## config.mk

```make
export PLATFORM = sky130hd
export DESIGN_NAME = debounced_led_pattern_sequencer
export DESIGN_NICKNAME = d
export VERILOG_FILES = /design/src/sv/dlps_pkg.sv /design/src/sv/dlps_debounce.sv /design/src/sv/dlps_core.sv /design/src/sv/debounced_led_pattern_sequencer.sv
export SDC_FILE = /design/constraint.sdc
export NUM_CORES = 1
export LEC_CHECK = 0
export ABC_CLOCK_PERIOD_IN_PS = 7340
export BUFFER_PORTS_ARGS = -buffer_cell sky130_fd_sc_hd__buf_4
export CAP_MARGIN = 20
export CORE_UTILIZATION = 61
export CTS_CLUSTER_SIZE = 30
export DETAILED_ROUTE_END_ITERATION = 8
export PLACE_DENSITY = 0.79
export SYNTH_ARGS = -nofsm -noshare
export SYNTH_HDL_FRONTEND = slang
export SYNTH_SLANG_ARGS = --single-unit
```

## constraint.sdc

```tcl
create_clock -name clk_i -period 7.34 [get_ports clk_i]
set_input_delay 0.734 -clock clk_i [delete_from_list [all_inputs] [get_ports clk_i]]
set_output_delay 0.734 -clock clk_i [all_outputs]
set_load 0.05 [all_outputs]
```

## src/sv/dlps_pkg.sv

```systemverilog
// Shared types and constants for the debounced LED pattern sequencer.
// No dependencies; imported by every module of the block.
package dlps_pkg;

  localparam int unsigned NumButtons = 3;

  // configuration register indexes
  localparam logic [1:0] REG_TICK_PRESCALE  = 2'd0;
  localparam logic [1:0] REG_SLOW_DIVISOR   = 2'd1;
  localparam logic [1:0] REG_FAST_DIVISOR   = 2'd2;
  localparam logic [1:0] REG_DEBOUNCE_LIMIT = 2'd3;

  // configuration reset values
  localparam logic [7:0] RST_TICK_PRESCALE  = 8'd250;
  localparam logic [7:0] RST_SLOW_DIVISOR   = 8'd16;
  localparam logic [7:0] RST_FAST_DIVISOR   = 8'd8;
  localparam logic [3:0] RST_DEBOUNCE_LIMIT = 4'd4;

  // input opcodes
  localparam logic OP_SAMPLE = 1'b0;
  localparam logic OP_TICK   = 1'b1;

  // pattern modes
  localparam logic [2:0] MODE_IDLE     = 3'd0;
  localparam logic [2:0] MODE_BLINK    = 3'd1;
  localparam logic [2:0] MODE_WALK     = 3'd2;
  localparam logic [2:0] MODE_CONVERGE = 3'd3;
  localparam logic [2:0] MODE_FILL     = 3'd4;

  // mask seeds and turn points
  localparam logic [7:0] SEED_LEFT     = 8'h01;
  localparam logic [7:0] SEED_RIGHT    = 8'h80;
  localparam logic [7:0] SEED_FILL     = 8'h40;
  localparam logic [7:0] RESEED_LEFT   = 8'h02;
  localparam logic [7:0] RESEED_RIGHT  = 8'h40;
  localparam logic [7:0] CONV_PIVOT    = 8'h10;
  localparam logic [7:0] FILL_TURN     = 8'h1F;
  localparam logic [7:0] WALK_LAST     = 8'h80;

  typedef struct packed {
    logic [7:0] tick_prescale;
    logic [7:0] slow_divisor;
    logic [7:0] fast_divisor;
    logic [3:0] debounce_limit;
  } cfg_t;

  typedef struct packed {
    logic run;
    logic speed;
    logic mode;
  } btn_edge_t;

endpackage

```

## src/sv/dlps_debounce.sv

```systemverilog
// Debouncer for one button with falling-edge detect on the adopted level.
// Depends on dlps_pkg.
module dlps_debounce (
  input  logic       clk_i,
  input  logic       rst_ni,
  input  logic       sample_i,
  input  logic       raw_i,
  input  logic [3:0] limit_i,
  output logic       fall_o
);
  import dlps_pkg::*;

  logic       raw_prev_q, raw_prev_d;
  logic       level_q, level_d;
  logic       level_prev_q, level_prev_d;
  logic [3:0] count_q, count_d;
  logic [3:0] count_inc;

  assign count_inc = count_q + 4'd1;

  always_comb begin
    raw_prev_d   = raw_prev_q;
    level_d      = level_q;
    level_prev_d = level_prev_q;
    count_d      = count_q;
    fall_o       = 1'b0;
    if (sample_i) begin
      if (raw_prev_q != raw_i) begin
        count_d = '0;
      end else if (count_inc > limit_i) begin
        level_d = raw_i;
        count_d = '0;
      end else begin
        count_d = count_inc;
      end
      fall_o       = level_prev_q & ~level_d;
      level_prev_d = level_d;
      raw_prev_d   = raw_i;
    end
  end

  always_ff @(posedge clk_i or negedge rst_ni) begin
    if (!rst_ni) begin
      raw_prev_q   <= 1'b0;
      level_q      <= 1'b0;
      level_prev_q <= 1'b0;
      count_q      <= '0;
    end else begin
      raw_prev_q   <= raw_prev_d;
      level_q      <= level_d;
      level_prev_q <= level_prev_d;
      count_q      <= count_d;
    end
  end

endmodule

```

## src/sv/dlps_core.sv

```systemverilog
// Timer divider chain, run/speed flags and LED pattern state.
// Depends on dlps_pkg; its state registers drive the result fields directly.
module dlps_core (
  input  logic              clk_i,
  input  logic              rst_ni,
  input  logic              step_en_i,
  input  logic              opcode_i,
  input  dlps_pkg::btn_edge_t edge_i,
  input  dlps_pkg::cfg_t    cfg_i,
  output logic [7:0]        led_o,
  output logic              run_o,
  output logic              fast_o,
  output logic [2:0]        mode_o
);
  import dlps_pkg::*;

  logic [7:0] led_q, led_d;
  logic [2:0] mode_q, mode_d;
  logic       run_q, run_d;
  logic       fast_q, fast_d;
  logic [7:0] lmask_q, lmask_d;
  logic [7:0] rmask_q, rmask_d;
  logic [7:0] fill_q, fill_d;
  logic       rev_q, rev_d;
  logic [7:0] presc_q, presc_d;
  logic [7:0] div_q, div_d;

  logic [7:0] presc_inc, div_inc, div_limit;
  logic [7:0] lm_cur, rm_cur;
  logic       rev_cur;

  assign presc_inc = presc_q + 8'd1;
  assign div_inc   = div_q + 8'd1;
  assign div_limit = fast_q ? cfg_i.fast_divisor : cfg_i.slow_divisor;

  always_comb begin
    led_d   = led_q;
    mode_d  = mode_q;
    run_d   = run_q;
    fast_d  = fast_q;
    lmask_d = lmask_q;
    rmask_d = rmask_q;
    fill_d  = fill_q;
    rev_d   = rev_q;
    presc_d = presc_q;
    div_d   = div_q;
    lm_cur  = lmask_q;
    rm_cur  = rmask_q;
    rev_cur = rev_q;
    if (step_en_i) begin
      if (opcode_i == OP_SAMPLE) begin
        if (edge_i.run) begin
          run_d = ~run_q;
        end
        if (edge_i.speed) begin
          fast_d = ~fast_q;
        end
        if (edge_i.mode) begin
          led_d  = '0;
          mode_d = (mode_q >= MODE_FILL) ? MODE_BLINK : mode_q + 3'd1;
          if (mode_d == MODE_CONVERGE) begin
            lmask_d = SEED_LEFT;
            rmask_d = SEED_RIGHT;
          end else if (mode_d == MODE_FILL) begin
            rev_d   = 1'b0;
            fill_d  = SEED_FILL;
            lmask_d = SEED_LEFT;
            rmask_d = SEED_RIGHT;
          end
        end
      end else begin
        presc_d = presc_inc;
        if (presc_inc >= cfg_i.tick_prescale) begin
          presc_d = '0;
          div_d   = div_inc;
          if (div_inc >= div_limit) begin
            div_d = '0;
            if (!run_q) begin
              led_d  = '0;
              mode_d = MODE_IDLE;
            end else begin
              case (mode_q)
                MODE_BLINK: begin
                  led_d = ~led_q;
                end
                MODE_WALK: begin
                  if (led_q == 8'h00 || (led_q & WALK_LAST) != 8'h00) begin
                    led_d = SEED_LEFT;
                  end else begin
                    led_d = {led_q[6:0], 1'b0};
                  end
                end
                MODE_CONVERGE: begin
                  // skip the crossing point in the middle
                  if (lmask_q == CONV_PIVOT) begin
                    lm_cur = {lmask_q[6:0], 1'b0};
                    rm_cur = rmask_q >> 1;
                  end
                  led_d   = lm_cur | rm_cur;
                  lmask_d = {lm_cur[6:0], 1'b0};
                  rmask_d = rm_cur >> 1;
                  if (lmask_d == 8'h00) begin
                    lmask_d = RESEED_LEFT;
                    rmask_d = RESEED_RIGHT;
                  end
                end
                MODE_FILL: begin
                  if (lmask_q == 8'h00) begin
                    rmask_d = SEED_RIGHT;
                    fill_d  = SEED_FILL;
                    lmask_d = SEED_LEFT;
                    led_d   = '0;
                    rev_d   = 1'b0;
                  end else begin
                    // full bar reached: turn around and start emptying
                    if (lmask_q == FILL_TURN) begin
                      rev_cur = 1'b1;
                      rm_cur  = {rmask_q[5:0], 2'b00};
                      lm_cur  = lmask_q >> 2;
                    end
                    led_d = lm_cur | rm_cur;
                    rev_d = rev_cur;
                    if (!rev_cur) begin
                      lmask_d = {lm_cur[6:0], 1'b1};
                      rmask_d = rm_cur | fill_q;
                      fill_d  = fill_q >> 1;
                    end else begin
                      lmask_d = lm_cur >> 1;
                      rmask_d = {rm_cur[6:0], 1'b0};
                    end
                  end
                end
                default: begin
                  led_d = led_q;
                end
              endcase
            end
          end
        end
      end
    end
  end

  always_ff @(posedge clk_i or negedge rst_ni) begin
    if (!rst_ni) begin
      led_q   <= '0;
      mode_q  <= MODE_IDLE;
      run_q   <= 1'b0;
      fast_q  <= 1'b0;
      lmask_q <= '0;
      rmask_q <= '0;
      fill_q  <= '0;
      rev_q   <= 1'b0;
      presc_q <= '0;
      div_q   <= '0;
    end else begin
      led_q   <= led_d;
      mode_q  <= mode_d;
      run_q   <= run_d;
      fast_q  <= fast_d;
      lmask_q <= lmask_d;
      rmask_q <= rmask_d;
      fill_q  <= fill_d;
      rev_q   <= rev_d;
      presc_q <= presc_d;
      div_q   <= div_d;
    end
  end

  assign led_o  = led_q;
  assign run_o  = run_q;
  assign fast_o = fast_q;
  assign mode_o = mode_q;

endmodule

```

## src/sv/debounced_led_pattern_sequencer.sv

```systemverilog
// A result follows its input transfer through two registered steps: the input register, then
// the state update that loads the result registers.
// Throughput: one item per cycle; while a result waits the input register takes one
// more item and then the input stalls.
// Reset (rst_ni low, asynchronous): all state and flags but the held input data cleared, LEDs off, mode idle,
// configuration back to prescale 250, slow 16, fast 8, debounce limit 4.
module debounced_led_pattern_sequencer (
  input  logic       clk_i,
  input  logic       rst_ni,
  input  logic       cfg_we_i,
  input  logic [1:0] cfg_idx_i,
  input  logic [7:0] cfg_wdata_i,
  input  logic       in_valid_i,
  output logic       in_ready_o,
  input  logic       opcode_i,
  input  logic       run_button_i,
  input  logic       speed_button_i,
  input  logic       mode_button_i,
  output logic       out_valid_o,
  input  logic       out_ready_i,
  output logic [7:0] led_pattern_o,
  output logic       running_o,
  output logic       fast_speed_o,
  output logic [2:0] pattern_mode_o
);
  import dlps_pkg::*;

  cfg_t       cfg_q;
  logic       in_valid_q;
  logic       opcode_q;
  logic [NumButtons-1:0] btn_q;
  logic       out_valid_q, out_valid_d;
  logic       advance, sample_en;
  btn_edge_t  edges;

  // configuration registers
  always_ff @(posedge clk_i or negedge rst_ni) begin
    if (!rst_ni) begin
      cfg_q.tick_prescale  <= RST_TICK_PRESCALE;
      cfg_q.slow_divisor   <= RST_SLOW_DIVISOR;
      cfg_q.fast_divisor   <= RST_FAST_DIVISOR;
      cfg_q.debounce_limit <= RST_DEBOUNCE_LIMIT;
    end else if (cfg_we_i) begin
      unique case (cfg_idx_i)
        REG_TICK_PRESCALE:  cfg_q.tick_prescale  <= cfg_wdata_i;
        REG_SLOW_DIVISOR:   cfg_q.slow_divisor   <= cfg_wdata_i;
        REG_FAST_DIVISOR:   cfg_q.fast_divisor   <= cfg_wdata_i;
        REG_DEBOUNCE_LIMIT: cfg_q.debounce_limit <= cfg_wdata_i[3:0];
        default: ;
      endcase
    end
  end

  // the held item moves on when the result slot is free or being drained
  assign advance     = in_valid_q && (!out_valid_q || out_ready_i);
  assign in_ready_o  = !in_valid_q || advance;
  assign out_valid_d = advance ? 1'b1 : (out_ready_i ? 1'b0 : out_valid_q);
  assign sample_en   = advance && (opcode_q == OP_SAMPLE);

  always_ff @(posedge clk_i or negedge rst_ni) begin
    if (!rst_ni) begin
      in_valid_q  <= 1'b0;
      out_valid_q <= 1'b0;
    end else begin
      out_valid_q <= out_valid_d;
      if (in_ready_o) begin
        in_valid_q <= in_valid_i;
      end
    end
  end

  always_ff @(posedge clk_i) begin
    if (in_ready_o && in_valid_i) begin
      opcode_q <= opcode_i;
      btn_q    <= {mode_button_i, speed_button_i, run_button_i};
    end
  end

  dlps_debounce u_db_run (
    .clk_i    (clk_i),
    .rst_ni   (rst_ni),
    .sample_i (sample_en),
    .raw_i    (btn_q[0]),
    .limit_i  (cfg_q.debounce_limit),
    .fall_o   (edges.run)
  );

  dlps_debounce u_db_speed (
    .clk_i    (clk_i),
    .rst_ni   (rst_ni),
    .sample_i (sample_en),
    .raw_i    (btn_q[1]),
    .limit_i  (cfg_q.debounce_limit),
    .fall_o   (edges.speed)
  );

  dlps_debounce u_db_mode (
    .clk_i    (clk_i),
    .rst_ni   (rst_ni),
    .sample_i (sample_en),
    .raw_i    (btn_q[2]),
    .limit_i  (cfg_q.debounce_limit),
    .fall_o   (edges.mode)
  );

  dlps_core u_core (
    .clk_i     (clk_i),
    .rst_ni    (rst_ni),
    .step_en_i (advance),
    .opcode_i  (opcode_q),
    .edge_i    (edges),
    .cfg_i     (cfg_q),
    .led_o     (led_pattern_o),
    .run_o     (running_o),
    .fast_o    (fast_speed_o),
    .mode_o    (pattern_mode_o)
  );

  assign out_valid_o = out_valid_q;

endmodule

```

# Word level (Yosys, flattened, before mapping)
# Index checks and enable logic that the tools add are counted.
dict set report word_totals {
  register_bits 106
  latch_bits 0
  mem_bits_rw 0
  mem_bits_ro 0
  wordCells 220
  mem_count 0
}
dict set report op_classes {
  add_sub_neg 6
  n_mul 0
  n_div 0
  n_lt_le_gt_ge 6
  eq_ne 23
  n_shift 0
  n_mux 116
  n_bitwise 13
  n_reduce_logical 29
}
# operator n
set ops {}
lappend ops {{8-bit two-way mux} 69}
lappend ops {{8-bit case mux with 2 select lines} 2}
lappend ops {{8-bit case mux with 4 select lines} 1}
lappend ops {{1-bit two-way mux} 31}
lappend ops {{4-bit two-way mux} 6}
lappend ops {{8-bit OR} 3}
lappend ops {{3-bit two-way mux} 6}
lappend ops {{8-bit by 1-bit adder with 8-bit output, second input constant} 2}
lappend ops {{8-bit by 5-bit equality test with 1-bit output, second input constant} 2}
lappend ops {{8-bit greater-or-equal comparator} 2}
lappend ops {{8-bit logical NOT} 2}
lappend ops {{4-bit by 1-bit adder with 4-bit output, second input constant} 3}
lappend ops {{4-bit > comparator} 3}
lappend ops {{2-bit AND reduction} 5}
lappend ops {{5-bit AND reduction} 2}
lappend ops {{3-bit by 2-bit equality test with 1-bit output, second input constant} 3}
lappend ops {{3-bit AND reduction} 3}
lappend ops {{9-bit AND reduction} 1}
lappend ops {{2-bit by 1-bit inequality test with 1-bit output, second input constant} 4}
lappend ops {{8-bit inverter} 1}
lappend ops {{8-bit AND reduction} 1}
lappend ops {{7-bit logical NOT} 1}
lappend ops {{7-bit two-way mux} 1}
lappend ops {{7-bit AND reduction} 1}
lappend ops {{19 further kinds} 38}

# Logic depth before layout (Yosys ltp)
# Gate-level depths: netlist of run 1.
dict set report depth {
  ltp_word 17
  depth_mapped 13
  depth_no_buf 11
}

# Modules after synthesis
# A second synthesis of run 1 with hierarchy kept.
dict set report unflattened {
  cells_unflattened 664
  hier_area_um2 6508.7
}
# mod n_inst cells_each area_per_inst_um2 seq_area_each_um2
set modules_own_cells {}
lappend modules_own_cells {dlps_core 1 452 3885.0 1326.3}
lappend modules_own_cells {dlps_debounce 3 46 444.2 150.1}
lappend modules_own_cells {debounced_led_pattern_sequencer 1 74 1291.2 882.1}

# Worst setup path before layout of run 1
# Ideal clock, no wire load.
dict set report synth_timing {
  kind {flip-flop to flip-flop}
  from {register u_core.fast_q (netlist: u_core.fast_o)}
  to {register u_core.lmask_q[0]}
  setup_time_ns 0.128
  arrival_time_ns 3.117
  required_time_ns 7.212
  setup_slack_ns 4.095
  stages_incl_launch_ff 11
  n_path_buf 2
  cell_sequence {dfrtp_1 -> clkbuf_1 -> mux2_2 -> ha_1 -> nand2b_1 -> a2111oi_0 -> o31ai_1 -> a32oi_1 -> buf_2 -> nor2_1 -> mux2_1}
}
dict set report synth_between {
  elab_chain_len 4
}
# item line
set synth_lines {}
lappend synth_lines {{start: declaration} dlps_core.sv:20} ;# logic fast_q, fast_d;
lappend synth_lines {{start signal: assignment} dlps_core.sv:160} ;# fast_q <= fast_d;
lappend synth_lines {{8-bit two-way mux} dlps_core.sv:34} ;# assign div_limit = fast_q ? cfg_i.fast_divisor : cfg_i.slow_divisor;
lappend synth_lines {{8-bit greater-or-equal comparator} dlps_core.sv:76} ;# if (div_inc >= div_limit) begin
lappend synth_lines {{2-bit by 1-bit inequality test with 1-bit output (no source line)} --}
lappend synth_lines {{7-bit AND reduction (no source line)} --}
lappend synth_lines {{end signal: assignment} dlps_core.sv:161} ;# lmask_q <= lmask_d;
lappend synth_lines {{end: declaration} dlps_core.sv:21} ;# logic [7:0] lmask_q, lmask_d;
# Every way passes these cells.
# A chain may end at the register's enable or synchronous reset.

# Worst setup path after layout of run 1
dict set report layout_timing {
  from {register u_core.fast_q (netlist: u_core.fast_o)}
  to {register u_core.rmask_q[4]}
}
dict set report layout_between {
  elab_chain_len 4
}
# item line
set layout_lines {}
lappend layout_lines {{8-bit two-way mux} dlps_core.sv:34}
lappend layout_lines {{8-bit greater-or-equal comparator} dlps_core.sv:76}
lappend layout_lines {{2-bit by 1-bit inequality test with 1-bit output (no source line)} --}
lappend layout_lines {{7-bit AND reduction (no source line)} --}
lappend layout_lines {{end signal: assignment} dlps_core.sv:162} ;# rmask_q <= rmask_d;
lappend layout_lines {{end: declaration} dlps_core.sv:22} ;# logic [7:0] rmask_q, rmask_d;
# Every way passes these cells.

==> flow_summary.ini, run 1 <==
[status]
status = finished clean

[sta]
max_clock_freq_mhz = 270
finalSetupTns_ps = 0
final_hold_viol_count = 0
min_period_over_period_pct = 50.5
setup_viol = 0
rsz0062_at_grt = no
min_period_ps = 3700
worst_slew_pin_slew_ps = 924
clock_skew_ps = 14.3
drv_slew = 0
maxSlewHeadroom_pct = 38.4

[global_routing]
grt_pass1_vias = 5257
grtUsageTotal_pct = 29.2
grt_overflow = 0
grt_max_degree = 65
antenna_found_initial = 0
grt_pass1_wl_mm = 25.4

[clocking]
clock_sinks = 105
root_buffer = clkbuf_8
path_clk_slew_ps = 110
cts_setup_buffers = 0
cts_buffers = 9
post_cts_resized = 0
htreeDepth = 3
cts_tree = built
clock_latency_ps = 400
cts_hold_buffers = 0
clockBufferDepth = 2

[yosys]
syn_nets = 728
ys_top_cells_by_count = dfrtp_1 (92), nand2_1 (80), o21ai_0 (74), ha_1 (38), mux2_2 (31)
yosysSeqAreaShare_pct = 41.4
yosysTopAreaCell = dfrtp_1
syn_area_um2 = 6430
async_reset_ff_share_pct = 96.2
ys_ff_latch = 105
synth_top_cell_area_share_pct = 35.8
synthDistinctLibCells = 71
yosys_warnings = 0
synth.avg_cell_area_um2 = 9.58
synth_area_leaders = dfrtp_1 (36%), ha_1 (7.4%), o21ai_0 (5.8%), mux2_2 (5.4%), nand2_1 (4.7%)
synth_cells = 671
synth-edff-count = 4
synth_flop_cell = dfrtp_1
synth.most_common_cell = dfrtp_1

[floorplanning]
die_h_um = 105
die_area_um2 = 11000
start_util_pct = 62.6
coreArea_um2 = 10300
ios = 34
num_rows = 37
dieWidth_um = 105

[layout]
drive_gt1_share_pct = 15.9
area_delta_synth_final_pct = 7.63
fin_cells = 830
num_antenna_cells = 0
stdcell_area_um2 = 6920
nets = 746

[setup_path]
critical_path_class = register to register
cp.required_ps = 7600
cp-end-kind = register
critPathLaunchType = register
ff2ff_path_depth = 9
worstPathMaxFanout = 13
crit_arrival_ps = 3960

[power_and_ir_drop]
leakage_nw = 3.15
p_per_area_nw_per_um2 = 282
total_power_mw = 1.95
ir_drop_uv = 262

[placed_design]
placed_area_um2 = 6740
dp_hpwl_mm = 10.9
portBuffers = 33
gp_congestion = 0.971
dp.cells = 814

[drt]
wl_per_cell_um = 18.0
drtPass1Iterations = 7
drc_errors = 0
drtIter0Drc = 377
postRouteWirelength_mm = 14.9
routed_via_density = 6.39
num_vias = 5300
antenna_left = 0

[flow_run]
maxCapViolCount = 0

[worst_hold_path]
holdCritPathClass = primary input to asynchronous set/reset pin
registers in the layout, summed over array words and instances (netlist names), 3 cells and up:
register / flops
cfg_q: 28
u_core.div_q: 8
u_core.led_o: 8
u_core.lmask_q: 8
u_core.presc_q: 8
u_core.rmask_q: 8
u_core.fill_q: 7
u_db_mode.count_q: 4
u_db_run.count_q: 4
u_db_speed.count_q: 4
btn_q: 3
u_core.mode_o: 3
cells in the final DEF, fill, tap and decap left out, types with 9 or more instances in the layout:
cell type  Yosys  final
o31ai_1       11     11
nand3_1       20     20
mux2_2        31     31
and3_1         9      9
nor2_1        21     21
and2_1        11     11
dfstp_2        9      9
nor3_1        10     10
nand2b_1      14     14
ha_1          38     38
dfrtp_1       92     92
mux2i_1       16     16
clkbuf_8       0      9
buf_4          1     38
nand2_1       80     80
o21ai_0       74     74
xor2_1        12     12
xnor2_1       11     11
inv_1         24     24
a21oi_1       27     27
worst paths after layout:
path | from | endpoint | slack, ps
max in group asynchronous | rst_ni | u_core.rev_q | 5870
min in group clk_i | speed_button_i | btn_q[1] | 510
max | u_core.fast_o | u_core.rmask_q[4] | 3640
min reg2reg | cfg_q[3] | cfg_q[3] | 520
min | rst_ni | cfg_q[8] | 290
max reg2reg | u_core.fast_o | u_core.rmask_q[4] | 3640
layout make-up:
cell class | count | area [um^2]
Multi-Input combinational cell | 510 | 3530
Fill cell | 799 | 3360
Sequential cell | 105 | 2660
Timing Repair Buffer | 38 | 285
Tap cell | 136 | 170
Clock buffer | 9 | 124
Inverter | 25 | 93.8
Clock inverter | 7 | 52.6
routing by layer:
layer  vias up  routed length [um]  share of wire, %  GRT usage, %
met5         -                   0                 0             0
met4         0                 365               2.4          11.6
met3        39                1060               7.1          6.49
met2       220                7220                48          47.6
met1      2559                6270                42          37.8
li1       2482                   -                 -             -
stage by stage:
stage / util (%) / hold slack [ps] / setup slack (ps)
after global routing: 67.3 / 311 / 3380
final: 67.3 / 285 / 3640
after global placement: 65.6 / 487 / 3840
after detailed placement: 65.6 / 495 / 3780
after floorplan: - / 438 / 4100
after CTS: 67.3 / 293 / 3690
report_power, final:
group	switching [mW]	total, mW	internal, mW
Combinational	0.467	0.791	0.324
Clock	0.212	0.338	0.126
Sequential	0.135	0.823	0.689
cells by family after synthesis:
kind of cell / share of synthesized area (%)
AO/OA/AOI/OAI: 19.6
XOR/XNOR: 3.13
adder cells (fa/ha/maj): 7.40
buffers and inverters: 3.66
flip-flops: 41.4
multiplexers: 8.74
AND/OR/NAND/NOR: 16.2
worst max-delay path, cell delays in order, from the launching register on:
cell       delay (ps)
dfrtp_1           670
mux2_2            410
ha_1              280
nand2b_1          130
a2111oi_0         400
o31ai_1           120
buf_4             180
a32oi_1           750
or2_1             440
o21ai_0           160
No activity file was read; power rests on OpenSTA's default activity.
==> inputs of run 2 (changes only) <==
--- a/config.mk
+++ b/config.mk
@@ -5,13 +5,13 @@
 export SDC_FILE = /design/constraint.sdc
 export NUM_CORES = 1
 export LEC_CHECK = 0
-export ABC_CLOCK_PERIOD_IN_PS = 7340
+export ABC_CLOCK_PERIOD_IN_PS = 3100
 export BUFFER_PORTS_ARGS = -buffer_cell sky130_fd_sc_hd__buf_4
 export CAP_MARGIN = 20
-export CORE_UTILIZATION = 61
+export CORE_UTILIZATION = 56
 export CTS_CLUSTER_SIZE = 30
 export DETAILED_ROUTE_END_ITERATION = 8
-export PLACE_DENSITY = 0.79
+export PLACE_DENSITY = 0.76
 export SYNTH_ARGS = -nofsm -noshare
 export SYNTH_HDL_FRONTEND = slang
 export SYNTH_SLANG_ARGS = --single-unit
==> constraint.sdc (replaced) <==
create_clock -name clk_i -period 3.1 [get_ports clk_i]
set_input_delay 0.31 -clock clk_i [delete_from_list [all_inputs] [get_ports clk_i]]
set_output_delay 0.31 -clock clk_i [all_outputs]
set_load 0.05 [all_outputs]
==> run 2 against run 1 <==
Against the previous run: maximum frequency rose by 23%; non-clock buffer count is 27 higher; critical endpoint is now u_core.lmask_q[4]; largest power group is now combinational logic; critical path depth is 5 higher; largest cell class unchanged; sequential power grew 130%; global-route usage decreased by 0.97 points; first-iteration DRC count shrank 13%; highest routed layer unchanged; count of clock-buffer cells in the layout unchanged; via count up 2.1%; register-to-register slack lost 3600 ps.
==> flow_summary.ini, run 2 (synthesis results as in run 1) <==
[status]
status = finished clean

[sta]
drv_slew = 0
setup_viol = 0
whs_ps = 110
maxSlewHeadroom_pct = 47.4
clock_skew_ps = 9.31
max_clock_freq_mhz = 332
finalSetupTns_ps = 0
final_hold_viol_count = 0
worst_slew_pin_slew_ps = 769
min_period_ps = 3010
min_period_over_period_pct = 97.2

[power_and_ir_drop]
p_int_mw = 3.09
p_per_area_nw_per_um2 = 707
p_sw_share_pct = 40.6
switchingPower_mw = 2.11
leakage_nw = 3.35
ir_drop_uv = 607
clockPowerShare_pct = 23.2
total_power_mw = 5.20
seqPwrFrac_pct = 36.6
comb_power_share_pct = 40.2

[floorplanning]
coreArea_um2 = 11000
ios = 34
dieWidth_um = 109
num_rows = 38
die_area_um2 = 11900
die_h_um = 109
start_util_pct = 58.3

[setup_path]
crit_arrival_ps = 3270
crit_chain = buf_4 -> ha_2 -> nand3_1 -> nor2_1 -> xor2_1 -> ha_1 -> nand4_1 -> o31ai_2 -> buf_4 -> a32oi_1 -> buf_4 -> or2_4 -> buf_12 -> a22o_1
rrSetupSlack_ps = 90
cp.required_ps = 3360
cp-end-kind = register
critical_path_class = register to register
cpPeakStageDelay_ps = 370
ff2ff_path_depth = 14
timing.rr.end = u_core.lmask_q[4]
crit_top_cell = buf_4
timing.rr.start = u_core.div_q[0]
cpMaxStageDelayCell = dfrtp_1
worstPathMaxFanout = 13
critPathLaunchType = register

[drt]
drc_errors = 0
antenna_left = 0
num_vias = 5412
wl_per_cell_um = 18.1
drtIter0Drc = 328
drtPass1Iterations = 7
routed_via_density = 6.29
postRouteWirelength_mm = 15.5

[global_routing]
grt_pass1_vias = 5361
grtUsageTotal_pct = 28.2
grt_pass1_wl_mm = 25.9
grt_max_degree = 55
antenna_found_initial = 0
grt_overflow = 0

[worst_hold_path]
hold-path-cell-count = 1
hold_path_end = opcode_q
holdCritPathClass = primary input to register
hold_start = opcode_i

[layout]
fin_cells = 861
final.fill_count = 860
layout_commonest_cell = dfrtp_1
multi_input_area_um2 = 3590
drive_gt1_share_pct = 20.2
regArea_um2 = 2660
area_delta_synth_final_pct = 14.4
nets = 773
regMostFlops = cfg_q
largest_reg_flops = 28
num_antenna_cells = 0
layout_common_cells = dfrtp_1 (91), nand2_1 (80), o21ai_0 (74)

[clocking]
cts_tree = built
htreeDepth = 3
path_clk_slew_ps = 80
clockBufferDepth = 2
clock_latency_ps = 370
clock_sinks = 105
cts_buffers = 9
root_buffer = clkbuf_16

[placed_design]
dp.cells = 833
dp_hpwl_mm = 11.0
gp_congestion = 0.925
portBuffers = 33

[flow_run]
maxCapViolCount = 0
## run 2: metrics by stage
step / setup slack, ps / cell area [um^2] / util, %
finish: 85.6 / 7360 / 66.7
global route: -99.0 / 7360 / 66.7
CTS: 47.8 / 7230 / 65.5
detailed placement: -83.0 / 6890 / 62.4
global placement: 3.37 / 6890 / 62.4
floorplan: 137 / 6430 / -
## run 2: layer usage
metal	track usage [%]	share of wire, %	up-vias
li1	-	-	2554
met1	35.7	44	2671
met2	47.4	49	160
met3	6.87	5.1	27
met4	8.78	1.8	0
met5	0	0	-
## run 2: critical path: cells and delay by family, from the launching register on
| kind | cells | cell delay (ps) |
|---|---|---|
| AND/OR/NAND/NOR | 4 | 640 |
| XOR/XNOR | 1 | 240 |
| buffers and inverters | 4 | 660 |
| AO/OA/AOI/OAI | 3 | 560 |
| flip-flops | 1 | 370 |
| adder cells (fa/ha/maj) | 2 | 410 |
## run 2: what timing repair did
item / in CTS / in global routing
pin swaps: 0 / 6
setup buffers: 1 / 9
hold buffers: 1 / 0
gates cloned: 0 / 1
endpoints found under the hold margin: 47 / 0
gates resized for setup: 2 / 10
endpoints found under the setup margin: 17 / 27
## run 2: power groups by stage
| stage | clock [mW] | sequential, mW | combinational (mW) |
|---|---|---|---|
| 5_1_grt | 1.27 | 1.94 | 2.31 |
| 3_5_place_dp | 0 | 1.92 | 2.01 |
| 2_1_floorplan | 0 | 2.07 | 1.22 |
| 3_3_place_gp | 0 | 1.91 | 1.92 |
| 6_report | 1.21 | 1.90 | 2.09 |
| 4_1_cts | 1.23 | 1.89 | 2.03 |
## run 2: how the worst max path moves through the flow
| stage | from | to | slack, ps | depth (start not counted) |
|---|---|---|---|---|
| final | u_core.div_q[0] | u_core.lmask_q[4] | 90 | 14 |
| after global routing | u_core.div_q[0] | u_core.lmask_q[4] | -100 | 14 |
| after CTS | u_core.presc_q[1] | u_core.led_o[1] | 50 | 11 |
| after detailed placement | u_core.presc_q[1] | u_core.rmask_q[6] | -80 | 10 |
| after global placement | u_core.presc_q[1] | u_core.rmask_q[6] | 3 | 10 |
| after floorplan | u_core.fast_o | u_core.lmask_q[0] | 140 | 10 |
## run 2: cell type report
cell class	count	area share, %
multi-input cells	510	48.8
flip-flops and latches	105	36.2
repair buffers	65	7.11
clock buffers	9	3.06
well taps	140	2.38
inverters	25	1.28
clock inverters	7	1.19
